[config.mk]
export PLATFORM = sky130hd
export DESIGN_NAME = wiegand26_frame_transmitter_top
export DESIGN_NICKNAME = d
export VERILOG_FILES = /design/src/rtl/w26_pkg.sv /design/src/rtl/wiegand26_frame_transmitter_top.sv
export SDC_FILE = /design/constraint.sdc
export NUM_CORES = 1
export LEC_CHECK = 0
export BUFFER_PORTS_ARGS = -buffer_cell sky130_fd_sc_hd__buf_2
export CELL_PAD_IN_SITES_DETAIL_PLACEMENT = 1
export CELL_PAD_IN_SITES_GLOBAL_PLACEMENT = 2
export CORE_MARGIN = 2
export CORE_UTILIZATION = 31
export DETAILED_ROUTE_END_ITERATION = 16
export PLACE_DENSITY_LB_ADDON = 0.1
export SETUP_SLACK_MARGIN = 0.1
export SYNTH_ARGS = -nofsm -noshare
export SYNTH_HDL_FRONTEND = slang
export SYNTH_SLANG_ARGS = --single-unit
[constraint.sdc]
create_clock -name clk -period 3.7 [get_ports clk]
set_input_delay 0 -clock clk [delete_from_list [all_inputs] [get_ports clk]]
set_output_delay 0 -clock clk [all_outputs]
set_load 0.005 [all_outputs]
[src/rtl/w26_pkg.sv]
// ----------------------------------------------------------------------------
// w26_pkg
// Shared constants, register map and helpers for the Wiegand 26 transmitter.
// ----------------------------------------------------------------------------
`timescale 1ns / 1ps

package w26_pkg;

    // Slot timer width; the timing registers are held at REG_WIDTH bits.
    localparam int TIMER_WIDTH = 16;
    localparam int REG_WIDTH   = 16;
    localparam int FRAME_BITS  = 26;
    localparam int BITS_WIDTH  = $clog2(FRAME_BITS + 1);

    // APB map: register i at byte address 4*i
    localparam int ADDR_WIDTH = 3;
    localparam int DATA_WIDTH = 32;
    localparam logic REG_PULSE  = 1'b0;
    localparam logic REG_PERIOD = 1'b1;

    localparam logic [REG_WIDTH-1:0] PULSE_RESET  = REG_WIDTH'(200);
    localparam logic [REG_WIDTH-1:0] PERIOD_RESET = REG_WIDTH'(1000);

    // Input kinds
    localparam logic KIND_TICK  = 1'b0;
    localparam logic KIND_START = 1'b1;

    typedef logic [TIMER_WIDTH-1:0] timer_t;
    typedef logic [FRAME_BITS-1:0]  frame_t;

    localparam timer_t TIMER_MAX = {TIMER_WIDTH{1'b1}};

    // Zero acts as one tick; values above the timer range saturate.
    function automatic timer_t clamp_limit(input logic [REG_WIDTH-1:0] v);
        logic [32:0] x;
        logic [32:0] tmax;
        x    = (v == '0) ? 33'd1 : 33'(v);
        tmax = 33'(TIMER_MAX);
        clamp_limit = (x > tmax) ? TIMER_MAX : TIMER_WIDTH'(x);
    endfunction

    // Even parity over the first 12 payload bits, odd over the last 12.
    function automatic frame_t build_frame(input logic [7:0] b0,
                                           input logic [7:0] b1,
                                           input logic [7:0] b2);
        logic pe;
        logic po;
        pe = ^{b0, b1[7:4]};
        po = ~(^{b1[3:0], b2});
        build_frame = {pe, b0, b1, b2, po};
    endfunction

endpackage

[src/rtl/wiegand26_frame_transmitter_top.sv]
// ----------------------------------------------------------------------------
// wiegand26_frame_transmitter_top
// Wiegand 26-bit frame transmitter driven by one-microsecond tick beats.
// ----------------------------------------------------------------------------
// Each accepted input beat's result beat is registered and shows in the
// next cycle. One beat per cycle is taken while in_ready is high, that is
// while the result slot is free or being drained in the same cycle; the
// timer and shifter next state is computed from each accepted beat.
// Reset (rst_n, async, active low): idle, data and strobe lines high,
// pulse 200 ticks, period 1000 ticks, no result pending.
`timescale 1ns / 1ps

module wiegand26_frame_transmitter_top (
    input  logic                            clk,
    input  logic                            rst_n,
    // input channel
    input  logic                            in_valid,
    output logic                            in_ready,
    input  logic                            kind,
    input  logic [7:0]                      first_byte,
    input  logic [7:0]                      middle_byte,
    input  logic [7:0]                      last_byte,
    // result channel
    output logic                            out_valid,
    input  logic                            out_ready,
    output logic                            data_line,
    output logic                            strobe_line,
    output logic                            busy_res,
    output logic                            frame_done,
    // configuration port
    input  logic                            psel,
    input  logic                            penable,
    input  logic                            pwrite,
    input  logic [w26_pkg::ADDR_WIDTH-1:0]  paddr,
    input  logic [w26_pkg::DATA_WIDTH-1:0]  pwdata,
    output logic [w26_pkg::DATA_WIDTH-1:0]  prdata,
    output logic                            pready
);
    import w26_pkg::*;

    localparam logic [1:0] PH_IDLE = 2'd0;
    localparam logic [1:0] PH_LEAD = 2'd1;
    localparam logic [1:0] PH_BITS = 2'd2;

    // ---- configuration registers ------------------------------------------
    logic [REG_WIDTH-1:0] pulse_reg;
    logic [REG_WIDTH-1:0] period_reg;
    logic                 cfg_wr;

    assign pready = 1'b1;
    assign cfg_wr = psel && penable && pwrite && pready;

    // Decode on the word address bit only; low byte bits are ignored.
    always_ff @(posedge clk or negedge rst_n)
    begin
        if (!rst_n)
        begin
            pulse_reg  <= PULSE_RESET;
            period_reg <= PERIOD_RESET;
        end
        else if (cfg_wr)
        begin
            unique case (paddr[2])
                REG_PULSE:  pulse_reg  <= pwdata[REG_WIDTH-1:0];
                REG_PERIOD: period_reg <= pwdata[REG_WIDTH-1:0];
                default:    ;
            endcase
        end
    end

    always_comb
    begin
        unique case (paddr[2])
            REG_PULSE:  prdata = DATA_WIDTH'(pulse_reg);
            REG_PERIOD: prdata = DATA_WIDTH'(period_reg);
            default:    prdata = '0;
        endcase
    end

    // ---- transmitter state ------------------------------------------------
    // The state registers double as the result payload: they only move on
    // an accepted beat, which happens only while the result slot is free
    // or emptying, so a pending result never sees them change.
    logic [1:0]            phase_reg,   phase_next;
    frame_t                shift_reg,   shift_next;
    logic [BITS_WIDTH-1:0] left_reg,    left_next;
    timer_t                timer_reg,   timer_next;
    logic                  data_reg,    data_next;
    logic                  strobe_reg,  strobe_next;
    logic                  done_reg,    done_next;
    logic                  ovalid_reg;

    logic   in_fire;
    logic   busy;
    timer_t timer_inc;
    timer_t period;
    timer_t pulse;

    assign in_ready = !ovalid_reg || out_ready;
    assign in_fire  = in_valid && in_ready;

    assign busy      = (phase_reg == PH_LEAD) || (phase_reg == PH_BITS);
    assign period    = clamp_limit(period_reg);
    assign pulse     = clamp_limit(pulse_reg);
    assign timer_inc = (timer_reg == TIMER_MAX) ? timer_reg : timer_reg + 1'b1;

    always_comb
    begin
        phase_next  = phase_reg;
        shift_next  = shift_reg;
        left_next   = left_reg;
        timer_next  = timer_reg;
        data_next   = data_reg;
        strobe_next = strobe_reg;
        done_next   = 1'b0;

        // a tick while idle falls through both arms and changes nothing
        if (kind == KIND_START)
        begin
            // start while busy is dropped
            if (!busy)
            begin
                shift_next  = build_frame(first_byte, middle_byte, last_byte);
                left_next   = BITS_WIDTH'(FRAME_BITS);
                timer_next  = '0;
                strobe_next = 1'b1;
                phase_next  = PH_LEAD;
            end
        end
        else if (busy)
        begin
            timer_next = timer_inc;
            if (timer_inc >= period)
            begin
                if (left_reg != '0)
                begin
                    // next slot: MSB out inverted, strobe low
                    data_next   = ~shift_reg[FRAME_BITS-1];
                    strobe_next = 1'b0;
                    shift_next  = {shift_reg[FRAME_BITS-2:0], 1'b0};
                    left_next   = left_reg - 1'b1;
                    timer_next  = '0;
                    phase_next  = PH_BITS;
                end
                else
                begin
                    // frame complete; data keeps the last bit level
                    strobe_next = 1'b1;
                    timer_next  = '0;
                    phase_next  = PH_IDLE;
                    done_next   = 1'b1;
                end
            end
            else if ((phase_reg == PH_BITS) && (timer_inc >= pulse))
            begin
                strobe_next = 1'b1;
            end
        end
    end

    always_ff @(posedge clk or negedge rst_n)
    begin
        if (!rst_n)
        begin
            phase_reg  <= PH_IDLE;
            shift_reg  <= '0;
            left_reg   <= '0;
            timer_reg  <= '0;
            data_reg   <= 1'b1;
            strobe_reg <= 1'b1;
            done_reg   <= 1'b0;
            ovalid_reg <= 1'b0;
        end
        else
        begin
            if (in_fire)
            begin
                phase_reg  <= phase_next;
                shift_reg  <= shift_next;
                left_reg   <= left_next;
                timer_reg  <= timer_next;
                data_reg   <= data_next;
                strobe_reg <= strobe_next;
                done_reg   <= done_next;
                ovalid_reg <= 1'b1;
            end
            else if (out_ready)
            begin
                ovalid_reg <= 1'b0;
            end
        end
    end

    assign out_valid   = ovalid_reg;
    assign data_line   = data_reg;
    assign strobe_line = strobe_reg;
    assign busy_res    = busy;
    assign frame_done  = done_reg;

endmodule

# Word-level counts from Yosys, hierarchy flattened
# Index checks and enable logic that the tools add are counted.
[op_classes]
n_addsub = 2
magnitude_cmp = 4
n_eq_ne = 4
n_mux = 36
bitwise = 4
reduce_logical = 24
[op_table]
columns = ["op", "count"]
rows = [
  ["two-way mux 16 bit", 9],
  ["two-way mux 26 bit", 5],
  ["case mux 32 bit (2 select lines)", 1],
  [">= comparator 16 bit", 2],
  ["> comparator 16 bit, second input constant", 2],
  ["zero test 16 bit", 2],
  ["two-way mux 5 bit", 5],
  ["parity 12 bit", 2],
  ["adder 16 x 1 -> 16 bit, second input constant", 1],
  ["equality test 16 bit, second input constant", 1],
  ["two-way mux 1 bit", 11],
  ["two-way mux 2 bit", 5],
  ["AND reduction 5 bit", 2],
  ["AND reduction 4 bit", 2],
  ["nonzero test 2 bit", 4],
  ["nonzero test 5 bit", 1],
  ["subtractor 5 x 1 -> 5 bit, second input constant", 1],
  ["logical AND 1 bit", 4],
  ["inverter 1 bit", 4],
  ["AND reduction 2 bit", 2],
  ["AND reduction 3 bit", 1],
  ["nonzero test 3 bit", 1],
  ["equality test 2 x 1 -> 1 bit, second input constant", 1],
  ["equality test 2 bit, second input constant", 1],
  ["other kinds (3)", 4],
]
[word_totals]
regBits = 85
input_bits = 67
out_inout_bits = 39
elab_cells = 84

# Logic depth before layout (Yosys ltp)
# Gate-level depths: netlist of run 1.
[logic_depth]
word_depth = 10
depth_mapped = 19
mapped_depth_nobuf = 15

# Least setup slack after synthesis of run 1
# No wires, ideal clock.
[synth_timing]
kind = "flip-flop to flip-flop"
startpoint = "reg timer_reg[0]"
endpoint = "reg shift_reg[17]"
setup_ns = 0.123
arrival_ns = 3.773
required_time_ns = 3.577
path_slack_ns = -0.196
path_stages_with_launch = 18
path_buffers = 3
period_less_slack_ns = 3.896
path_cell_list = "dfrtp_1 -> ha_1 -> and3_1 -> nand3_1 -> nor2_1 -> nor3b_1 -> and3_1 -> xor2_1 -> ha_1 -> nand4_1 -> o31a_1 -> a311o_1 -> o211a_1 -> buf_6 -> or2_1 -> buf_6 -> buf_6 -> o221a_1"
[synth_via]
elab_chain_cells = 5
word_cells_on_any_way = 6
classes_between = "1 x add/sub; 1 x order compare; 1 x eq/ne; 1 x mux; 2 x reduce/logical"
[synth_lines]
columns = ["element", "line", "rtl"]
rows = [
  ["start: declaration", "wiegand26_frame_transmitter_top.sv:87", "timer_t timer_reg, timer_next;"],
  ["start signal: assignment", "wiegand26_frame_transmitter_top.sv:181", "timer_reg <= timer_next;"],
  ["adder 16 x 1 -> 16 bit or equality test 16 bit (tied branches)", "wiegand26_frame_transmitter_top.sv:105", "assign timer_inc = (timer_reg == TIMER_MAX) ? timer_reg : timer_reg + 1'b1;"],
  ["two-way mux 16 bit *", "wiegand26_frame_transmitter_top.sv:105", ""],
  [">= comparator 16 bit *", "wiegand26_frame_transmitter_top.sv:133", "if (timer_inc >= period)"],
  ["nonzero test 2 bit (no line) *", "n/a", ""],
  ["AND reduction 5 bit (no line) *", "n/a", ""],
  ["end signal: assignment", "wiegand26_frame_transmitter_top.sv:179", "shift_reg <= shift_next;"],
  ["end: declaration", "wiegand26_frame_transmitter_top.sv:85", "frame_t shift_reg, shift_next;"],
]
# Mark *: on every way between the ends. The rest lies on a longest branch, timed or not.
# A chain may end at the register's enable or synchronous reset.

# Worst setup path in the final report of run 1
[layout_timing]
startpoint = "reg timer_reg[0]"
endpoint = "reg shift_reg[21]"
# The elaborated chain is that of the path after synthesis.

==> impl_metrics.env, run 1 <==
export IMPL_status="complete, no violations"
export IMPL_synthArstFlopShare_pct=100.0
export IMPL_cts_buffers=9
export IMPL_drv_slew=0
export IMPL_area_growth_pct=25.74
export IMPL_via_per_inst=5.048
export IMPL_clk_pin_slew_ps=70
export IMPL_r2r_slack_ps=160
export IMPL_grt_pass1_wl_mm=25.60
export IMPL_drc_errors=0
export IMPL_start_util_pct=31.65
export IMPL_synth_edf_count=0
export IMPL_min_from="middle_byte[1]"
export IMPL_min_to="shift_reg[10]$_DFFE_PN0P_"
export IMPL_irDropWorstVdd_v=0.0002138
export IMPL_syn_cell_area_um2=5474
export IMPL_clock_fmax_ghz=0.2821
export IMPL_synth_ff_latch_count=85
export IMPL_clk_latency_ps=350
export IMPL_r2r_cells=16
export IMPL_ant_nets=0
export IMPL_wl_per_cell_um=17.85
export IMPL_die_w_um=136.9
export IMPL_cp_end_kind="flop"
export IMPL_setup_viol=0
export IMPL_finalPower_mw=3.356
export IMPL_htreeDepth=3
export IMPL_crit_fanout=13
export IMPL_synthFlopType="dfrtp_1"
export IMPL_grt_pass1_vias=4849
export IMPL_period_minus_slack_ps=3545
export IMPL_io_buffers=70
export IMPL_dieArea_um2=18740
export IMPL_synth_warnings=0
export IMPL_diodes=0
export IMPL_hold_violations=0
export IMPL_antenna_found_initial=0
export IMPL_grt_max_degree=65
export IMPL_largest_reg_flops=26
export IMPL_cap_violations=0
export IMPL_tns_ps=0
export IMPL_cp_startpoint="timer_reg[0]$_DFFE_PN0P_"
export IMPL_drt_iter0_drc=141
export IMPL_rsz0062_at_grt="true"
export IMPL_pin_count=106
export IMPL_hold_path_class="input port to flop"
export IMPL_syn_avg_cell_area_um2=9.881
export IMPL_cts_buffer_depth=2
export IMPL_timing_rr_end="shift_reg[21]$_DFFE_PN0P_"
export IMPL_synthCells=554
export IMPL_yosysSeqAreaShare_pct=39.11
export IMPL_rows=48
export IMPL_worstPathArrival_ps=3780
export IMPL_groute_usage_overall_pct=18.02
export IMPL_finalWirelength_mm=15.94
export IMPL_fillers=1969
export IMPL_root_buffer="clkbuf_16"
export IMPL_clock_sinks=85
export IMPL_crit_type="flop to flop"
export IMPL_post_route_util_pct=39.79
export IMPL_cts_tree="done"
export IMPL_drive_above_1_share_pct=30.69
export IMPL_tightest_slew_ps=977.0
export IMPL_nNetsFinal=765
export IMPL_die_h_um=136.9
export IMPL_gp_congestion=0.7752
export IMPL_fin_skew_ps=11.08
export IMPL_num_vias=4508
export IMPL_dr_pass1_iters=4
export IMPL_worstSetupStartpointType="flop"
export IMPL_overflow=0
export IMPL_final_period_utilization_pct=95.80
export IMPL_synth_cell_types=59
export IMPL_dp_hpwl_mm=11.90
export IMPL_timing_rr_start="timer_reg[0]$_DFFE_PN0P_"
export IMPL_required_ps=3940
export IMPL_whs_path_depth=3
export IMPL_core_area_um2=17300
export IMPL_relSlewSlack_pct=34.67
export IMPL_p_leak_nw=3.135
export IMPL_powerDensity_nw_per_um2=487.6
## cell usage in the layout, fill, tap and decap left out, types with 4 or more instances in the layout
| cell type | instances |
|---|---|
| dfrtp_1 | 73 |
| buf_2 | 69 |
| nand2_1 | 51 |
| inv_1 | 38 |
| mux2_2 | 37 |
| buf_4 | 35 |
| ha_1 | 34 |
| o21ai_0 | 28 |
| or3_1 | 24 |
| xnor2_1 | 21 |
| nor2_1 | 20 |
| o221a_1 | 19 |
| dlygate4sd3_1 | 18 |
| conb_1 | 17 |
| a21oi_1 | 16 |
| nand3_1 | 14 |
| dfstp_2 | 11 |
| clkbuf_16 | 10 |
| nand4_1 | 9 |
| xor2_1 | 7 |
| mux2i_1 | 7 |
| nor4_1 | 6 |
| nor3_1 | 6 |
| nand2b_1 | 5 |
| o221a_2 | 5 |
| o31ai_1 | 5 |
| o21a_1 | 4 |
| a41o_1 | 4 |
| a21o_1 | 4 |
| a22o_1 | 4 |
## worst max-delay path, stage by stage, from the launching register on
cell and delay (ps):
dfrtp_1 390, ha_2 190, and3_4 200, nand3_4 90
nor2_4 50, nor3b_2 200, and3_4 230, xor2_2 80
ha_1 310, nand2_1 60, o21a_1 190, o31a_1 100
a311o_1 370, o211a_4 280, or2_4 260, clkbuf_16 180
o221a_1 250
## cell families (layout without fill, tap and decap cells)
family / Yosys count / after routing / synth area share [%]
DFF: 85 / 85 / 39.11
other: 2 / 17 / 0.1372
adders and majority gates: 36 / 36 / 8.183
muxes: 45 / 45 / 9.143
buffers and inverters: 81 / 180 / 7.314
and+or+nand+nor: 162 / 162 / 15.15
AOI/OAI and AO/OA: 110 / 110 / 15.68
xor gates and xnor gates: 33 / 33 / 5.280
## worst max path at each step
stage / end / slack, ps / cells after the start
3_3_place_gp: left_reg[4]$_DFFE_PN0P_ / 80 / 16
2_1_floorplan: shift_reg[17]$_DFFE_PN0P_ / 20 / 18
4_1_cts: left_reg[4]$_DFFE_PN0P_ / 110 / 15
5_1_grt: shift_reg[7]$_DFFE_PN0P_ / 4 / 16
6_report: shift_reg[21]$_DFFE_PN0P_ / 160 / 16
3_5_place_dp: left_reg[4]$_DFFE_PN0P_ / 30 / 16
## layout make-up
| class | instances | area [um^2] | area share, % |
|---|---|---|---|
| Multi-Input combinational cell | 403 | 3123 | 45.37 |
| Sequential cell | 85 | 2142 | 31.12 |
| Timing Repair Buffer | 126 | 864.6 | 12.56 |
| Tap cell | 225 | 281.5 | 4.090 |
| Clock buffer | 13 | 260.3 | 3.781 |
| Inverter | 38 | 142.6 | 2.072 |
| Clock inverter | 3 | 68.82 | 0.9998 |
## cells in the mapped netlist, drive strengths merged (9+ instances only)
cell	count	area share, %
xor2	9	1.4
buf	23	3.3
nor2	23	1.6
nand4	10	1.4
xnor2	24	3.8
inv	38	2.6
or3	25	2.9
clkbuf	20	1.4
dfrtp	74	34
nand2	51	3.5
o221a	24	4.9
dfstp	11	5.3
nand3	16	1.5
o21ai	28	2.6
ha	35	8.0
a21oi	16	1.5
mux2	37	7.6
## power by group
part	internal (mW)	leakage, nW	switching [mW]	total, mW
clock network	0.630	0.160	0.378	1.01
logic	0.479	1.97	0.472	0.950
registers	1.19	1.00	0.203	1.40
total	2.30	3.13	1.05	3.36
## layer usage
| layer | vias up | GRT usage (%) | share of wire, % |
|---|---|---|---|
| met5 | - | 0 | 0 |
| met4 | 0 | 4.582 | 1.4 |
| met3 | 12 | 3.630 | 2.9 |
| met2 | 66 | 33.11 | 52 |
| met1 | 2247 | 21.38 | 44 |
| li1 | 2183 | - | - |
## what timing repair did
action	4_1_cts	5_1_grt
cloned	0	1
hold endpoints to repair	87	0
buffers inserted	0	1
hold buffers	18	0
pin swaps	2	14
resized for setup	5	13
endpoints found under the setup margin	14	46
## metrics by stage
stage | area, um^2 | hold WS [ps] | worst slack, ps | cells
after CTS | 6793 | 13.67 | 109.1 | 891
after detailed placement | 6257 | 178.3 | 27.03 | 857
after global placement | 6257 | 171.3 | 82.38 | 857
after floorplan | 5595 | -295.6 | 23.62 | 569
final | 6883 | 23.41 | 155.2 | 893
after global routing | 6883 | 23.73 | 3.916 | 893
Note: power is estimated with default switching activity, not from simulation.
==> run 2: changes to the inputs <==
--- a/config.mk
+++ b/config.mk
@@ -12,6 +12,7 @@
 export CORE_UTILIZATION = 31
 export DETAILED_ROUTE_END_ITERATION = 16
 export PLACE_DENSITY_LB_ADDON = 0.1
+export RECOVER_POWER = 50
 export SETUP_SLACK_MARGIN = 0.1
 export SYNTH_ARGS = -nofsm -noshare
 export SYNTH_HDL_FRONTEND = slang
==> run 2 against run 1 <==
Net effect:
- the run now ends with capacitance limit, slew limit left
- register-to-register slack about the same
- highest routed layer unchanged
- combinational power down 0.7%
- via count up 0.20%
- critical path depth unchanged
- worst setup slack worse by 0.81 ps
- largest power group unchanged
- critical path type unchanged
- non-clock buffer count unchanged
- sequential power about the same
- cell count unchanged
- clock power about the same
==> impl_metrics.env, run 2 (same netlist as run 1, synthesis figures left out) <==
export IMPL_whs_path_depth=3
export IMPL_drv_slew=65
export IMPL_die_w_um=136.9
export IMPL_crit_type="flop to flop"
export IMPL_multi_input_area_um2=3123
export IMPL_die_h_um=136.9
export IMPL_grt_max_degree=65
export IMPL_regArea_um2=2142
export IMPL_fillers=1975
export IMPL_rows=48
export IMPL_antenna_found_initial=0
export IMPL_area_growth_pct=25.35
export IMPL_tns_ps=0
export IMPL_cts_buffer_depth=2
export IMPL_status="finished with violations"
export IMPL_drc_errors=0
export IMPL_core_area_um2=17300
export IMPL_clock_sinks=85
export IMPL_crit_fanout=13
export IMPL_via_per_inst=5.058
export IMPL_place_worst_setup_slack_ps=27.03
export IMPL_placed_area_um2=6257
export IMPL_largest_reg_flops=26
export IMPL_tightest_slew_ps=1664
export IMPL_timing_rr_end="shift_reg[21]$_DFFE_PN0P_"
export IMPL_drive_above_1_share_pct=28.14
export IMPL_root_buffer="clkbuf_16"
export IMPL_cts_buffers=9
export IMPL_cts_tree="done"
export IMPL_min_from="middle_byte[1]"
export IMPL_nNetsFinal=765
export IMPL_violations="capacitance limit, slew limit"
export IMPL_fin_ws_ps=154.4
export IMPL_relSlewSlack_pct=-10.93
export IMPL_cp_end_kind="flop"
export IMPL_grt_pass1_wl_mm=25.60
export IMPL_timing_rr_start="timer_reg[0]$_DFFE_PN0P_"
export IMPL_irDropWorstVdd_v=0.0002142
export IMPL_fin_skew_ps=10.44
export IMPL_drt_iter0_drc=160
export IMPL_num_vias=4517
export IMPL_dieArea_um2=18740
export IMPL_hold_path_class="input port to flop"
export IMPL_setup_viol=0
export IMPL_dr_pass1_iters=4
export IMPL_io_buffers=70
export IMPL_cap_violations=1
export IMPL_clk_pin_slew_ps=70
export IMPL_htreeDepth=3
export IMPL_start_util_pct=31.65
export IMPL_layout_common_cells="dfrtp_1, buf_2, nand2_1"
export IMPL_gp_congestion=0.7752
export IMPL_worstPathArrival_ps=3780
export IMPL_final_period_utilization_pct=95.83
export IMPL_r2r_cells=16
export IMPL_p_leak_nw=3.092
export IMPL_diodes=0
export IMPL_clock_fmax_ghz=0.2820
export IMPL_r2r_slack_ps=150
export IMPL_period_minus_slack_ps=3546
export IMPL_final_common_cell="dfrtp_1"
export IMPL_grt_pass1_vias=4849
export IMPL_finalWirelength_mm=15.93
export IMPL_wl_per_cell_um=17.84
export IMPL_pin_count=106
export IMPL_powerDensity_nw_per_um2=487.9
export IMPL_worstSetupStartpointType="flop"
export IMPL_dp_hpwl_mm=11.90
export IMPL_required_ps=3940
export IMPL_min_to="shift_reg[10]$_DFFE_PN0P_"
export IMPL_overflow=0
export IMPL_design_area_um2=6862
export IMPL_clk_latency_ps=350
export IMPL_groute_usage_overall_pct=18.02
export IMPL_rsz0062_at_grt="true"
export IMPL_hold_violations=0
export IMPL_ant_nets=0
-- run 2: cell count changes in the layout (fill, tap and decap cells not counted), sizes merged --
cell	previous run	this run
clkbuf	14	28
buf	107	93
-- run 2: cell type report --
type                       count  area share (%)
multi-input combinational    403           45.51
sequential                    85           31.22
timing repair buffer         126           12.29
tap                          225           4.103
clock buffer                  13           3.793
inverter                      38           2.079
clock inverter                 3           1.003
-- run 2: worst max path at each step --
stage / depth (start not counted) / start / end / slack, ps
2_1_floorplan: 18 / timer_reg[0]$_DFFE_PN0P_ / shift_reg[17]$_DFFE_PN0P_ / 20
3_3_place_gp: 16 / timer_reg[1]$_DFFE_PN0P_ / left_reg[4]$_DFFE_PN0P_ / 80
3_5_place_dp: 16 / timer_reg[1]$_DFFE_PN0P_ / left_reg[4]$_DFFE_PN0P_ / 30
4_1_cts: 15 / timer_reg[1]$_DFFE_PN0P_ / left_reg[4]$_DFFE_PN0P_ / 110
5_1_grt: 16 / timer_reg[0]$_DFFE_PN0P_ / shift_reg[7]$_DFFE_PN0P_ / 4
6_report: 16 / timer_reg[0]$_DFFE_PN0P_ / shift_reg[21]$_DFFE_PN0P_ / 150
-- run 2: stage by stage --
| step | instances | utilization (%) | power, mW | hold WS, ps |
|---|---|---|---|---|
| after floorplan | 569 | - | 1.956 | -295.6 |
| after global placement | 857 | 36.18 | 2.307 | 171.3 |
| after detailed placement | 857 | 36.18 | 2.345 | 178.3 |
| after CTS | 891 | 39.27 | 3.399 | 13.67 |
| after global routing | 893 | 39.67 | 3.581 | 23.73 |
| final | 893 | 39.67 | 3.348 | 22.96 |
-- run 2: worst max-delay path, stage by stage (launching register included) --
cell and delay, ps:
dfrtp_1 390, ha_2 190, and3_4 200, nand3_4 90, nor2_4 50, nor3b_2 200
and3_4 230, xor2_2 80, ha_1 310, nand2_1 60, o21a_1 190, o31a_1 100
a311o_1 370, o211a_4 280, or2_4 260, clkbuf_16 180, o221a_1 250
-- run 2: power by group --
part           internal [mW]  switching, mW  leakage [nW]
clock                  0.630          0.379         0.160
sequential              1.19          0.204         0.999
combinational          0.472          0.472          1.93
-- run 2: repair_timing --
action,CTS,global route
cloned,0,1
hold buffers,18,0
endpoints found under the setup margin,14,46
pin swaps,2,14
gates resized for setup,5,13
endpoints found under the hold margin,87,0
setup buffers,0,1
-- run 2: layer usage --
metal	GRT usage [%]	share of wire, %	up-vias
li1	-	-	2181
met1	21.38	44	2255
met2	33.11	52	69
met3	3.630	3.0	12
met4	4.582	1.4	0
met5	0	0	-
==> run 3: changes to the inputs <==
==> constraint.sdc (replaced) <==
create_clock -name clk -period 2.9 [get_ports clk]
set_input_delay 0 -clock clk [delete_from_list [all_inputs] [get_ports clk]]
set_output_delay 0 -clock clk [all_outputs]
set_load 0.005 [all_outputs]
==> run 3 against run 2 <==
Net effect:
- the run ends with setup timing left
- sequential share of layout area decreased by 3.0 points
- die area unchanged
- register-to-register slack got worse by 800 ps
- count of clock-buffer cells in the layout decreased by 3
- clock power increased by 19%
- global-route usage increased by 1.4 points
- via count increased by 5.1%
- fmax about the same
- hold slack improved by 9.7 ps
- final area increased by 11%
- sequential power increased by 27%
- worst setup slack got worse by 800 ps
- critical path type unchanged
- critical endpoint is now shift_reg[14]$_DFFE_PN0P_
==> impl_metrics.env, run 3 (same netlist as run 1, synthesis figures left out) <==
export IMPL_status="finished with violations"
export IMPL_violations="setup timing"
export IMPL_relSlewSlack_pct=1.769
export IMPL_clk_latency_ps=340
export IMPL_largest_reg_flops=26
export IMPL_clock_sinks=85
export IMPL_rsz0062_at_grt="true"
export IMPL_cp_startpoint="timer_reg[0]$_DFFE_PN0P_"
export IMPL_ant_nets=0
export IMPL_cts_tree="done"
export IMPL_p_leak_nw=3.524
export IMPL_dp_hpwl_mm=12.88
export IMPL_grt_pass1_vias=5240
export IMPL_num_vias=4749
export IMPL_area_growth_pct=38.74
export IMPL_cp_endpoint="shift_reg[14]$_DFFE_PN0P_"
export IMPL_required_ps=3130
export IMPL_r2r_slack_ps=-640
export IMPL_timing_rr_end="shift_reg[14]$_DFFE_PN0P_"
export IMPL_diodes=0
export IMPL_io_buffers=70
export IMPL_pin_count=106
export IMPL_cts_buffers=9
export IMPL_timing_rr_start="timer_reg[0]$_DFFE_PN0P_"
export IMPL_setup_viol=52
export IMPL_design_area_um2=7595
export IMPL_layout_common_cells="buf_4, dfrtp_1, buf_2"
export IMPL_crit_type="flop to flop"
export IMPL_die_w_um=136.9
export IMPL_drv_slew=0
export IMPL_worstSetupStartpointType="flop"
export IMPL_final_cells=957
export IMPL_grt_pass1_wl_mm=27.68
export IMPL_placed_area_um2=6663
export IMPL_crit_fanout=6
export IMPL_tns_ps=-27540
export IMPL_irDropWorstVdd_v=0.0002776
export IMPL_gp_congestion=0.8471
export IMPL_hold_path_class="input port to flop"
export IMPL_dr_pass1_iters=4
export IMPL_finalWirelength_mm=17.43
export IMPL_min_from="last_byte[7]"
export IMPL_cap_violations=0
export IMPL_start_util_pct=31.65
export IMPL_final_period_utilization_pct=122.2
export IMPL_drc_errors=0
export IMPL_tightest_slew_ps=1473
export IMPL_regArea_um2=2141
export IMPL_die_h_um=136.9
export IMPL_fin_ws_ps=-644.8
export IMPL_drt_iter0_drc=117
export IMPL_final_common_cell="buf_4"
export IMPL_cts_buffer_depth=2
export IMPL_core_area_um2=17300
export IMPL_groute_usage_overall_pct=19.41
export IMPL_fillers=1974
export IMPL_worstPathArrival_ps=3770
export IMPL_via_per_inst=4.962
export IMPL_root_buffer="clkbuf_16"
export IMPL_grt_max_degree=59
export IMPL_antenna_found_initial=0
export IMPL_wl_per_cell_um=18.21
export IMPL_powerDensity_nw_per_um2=584.1
export IMPL_clock_fmax_ghz=0.2821
export IMPL_hold_violations=0
export IMPL_nNetsFinal=829
export IMPL_multi_input_area_um2=3317
export IMPL_dp_cells=907
export IMPL_dieArea_um2=18740
export IMPL_cp_end_kind="flop"
export IMPL_drive_above_1_share_pct=38.11
export IMPL_htreeDepth=3
export IMPL_overflow=0
export IMPL_clk_pin_slew_ps=70
export IMPL_fin_skew_ps=7.790
export IMPL_period_minus_slack_ps=3545
export IMPL_r2r_cells=14
export IMPL_rows=48
-- run 3: where the power goes --
part           leakage [nW]  switching, mW  total [mW]  internal (mW)
clock                 0.149          0.522        1.20          0.678
sequential             1.00          0.248        1.77           1.52
combinational          2.37          0.697        1.47          0.769
-- run 3: critical path: stages, from the launching register on --
cell and delay (ps):
dfrtp_1 360, ha_2 190, and3_4 200, nand3_4 90, or2_4 290, and3_1 200, buf_4 140, xor2_1 150
ha_1 320, nand3_1 90, a311o_1 370, o211a_1 270, or2_4 340, clkbuf_16 180, o221a_1 230
-- run 3: layer usage --
| metal | up-vias | GRT usage, % | part of all wire (%) |
|---|---|---|---|
| met5 | - | 0 | 0 |
| met3 | 13 | 3.370 | 2.7 |
| met1 | 2356 | 23.41 | 43 |
| li1 | 2313 | - | - |
| met4 | 0 | 4.525 | 1.3 |
| met2 | 67 | 35.83 | 53 |
-- run 3: through the flow --
step,setup WS [ps],utilization (%),power [mW],hold WS (ps)
CTS,-618.3,42.19,4.387,21.11
floorplan,-775.5,-,2.507,-295.6
global placement,-596.6,38.52,3.044,114.5
global route,-768.2,43.91,4.726,32.02
detailed placement,-708.7,38.52,3.104,124.3
finish,-644.8,43.91,4.436,32.66
-- run 3: layout make-up --
class | instances | share of cell area, %
Multi-Input combinational cell | 403 | 43.67
Sequential cell | 85 | 28.19
Timing Repair Buffer | 190 | 18.58
Clock buffer | 10 | 3.015
Clock inverter | 6 | 0.9555
Inverter | 38 | 1.878
Tap cell | 225 | 3.707
-- run 3: worst min-delay path by stage --
stage	end	depth (start not counted)
finish	shift_reg[8]$_DFFE_PN0P_	3
global route	shift_reg[11]$_DFFE_PN0P_	3
floorplan	frame_done$_DFFE_PN0P_	0
CTS	shift_reg[8]$_DFFE_PN0P_	3
global placement	period_reg[4]$_DFFE_PN0P_	1
detailed placement	period_reg[4]$_DFFE_PN0P_	1
-- run 3: what timing repair did --
item,CTS,global route
gates cloned,2,1
buffers inserted,3,10
hold buffers,18,0
endpoints found under the hold margin,81,0
pin swaps,8,11
resized for setup,15,41
setup endpoints to repair,52,52
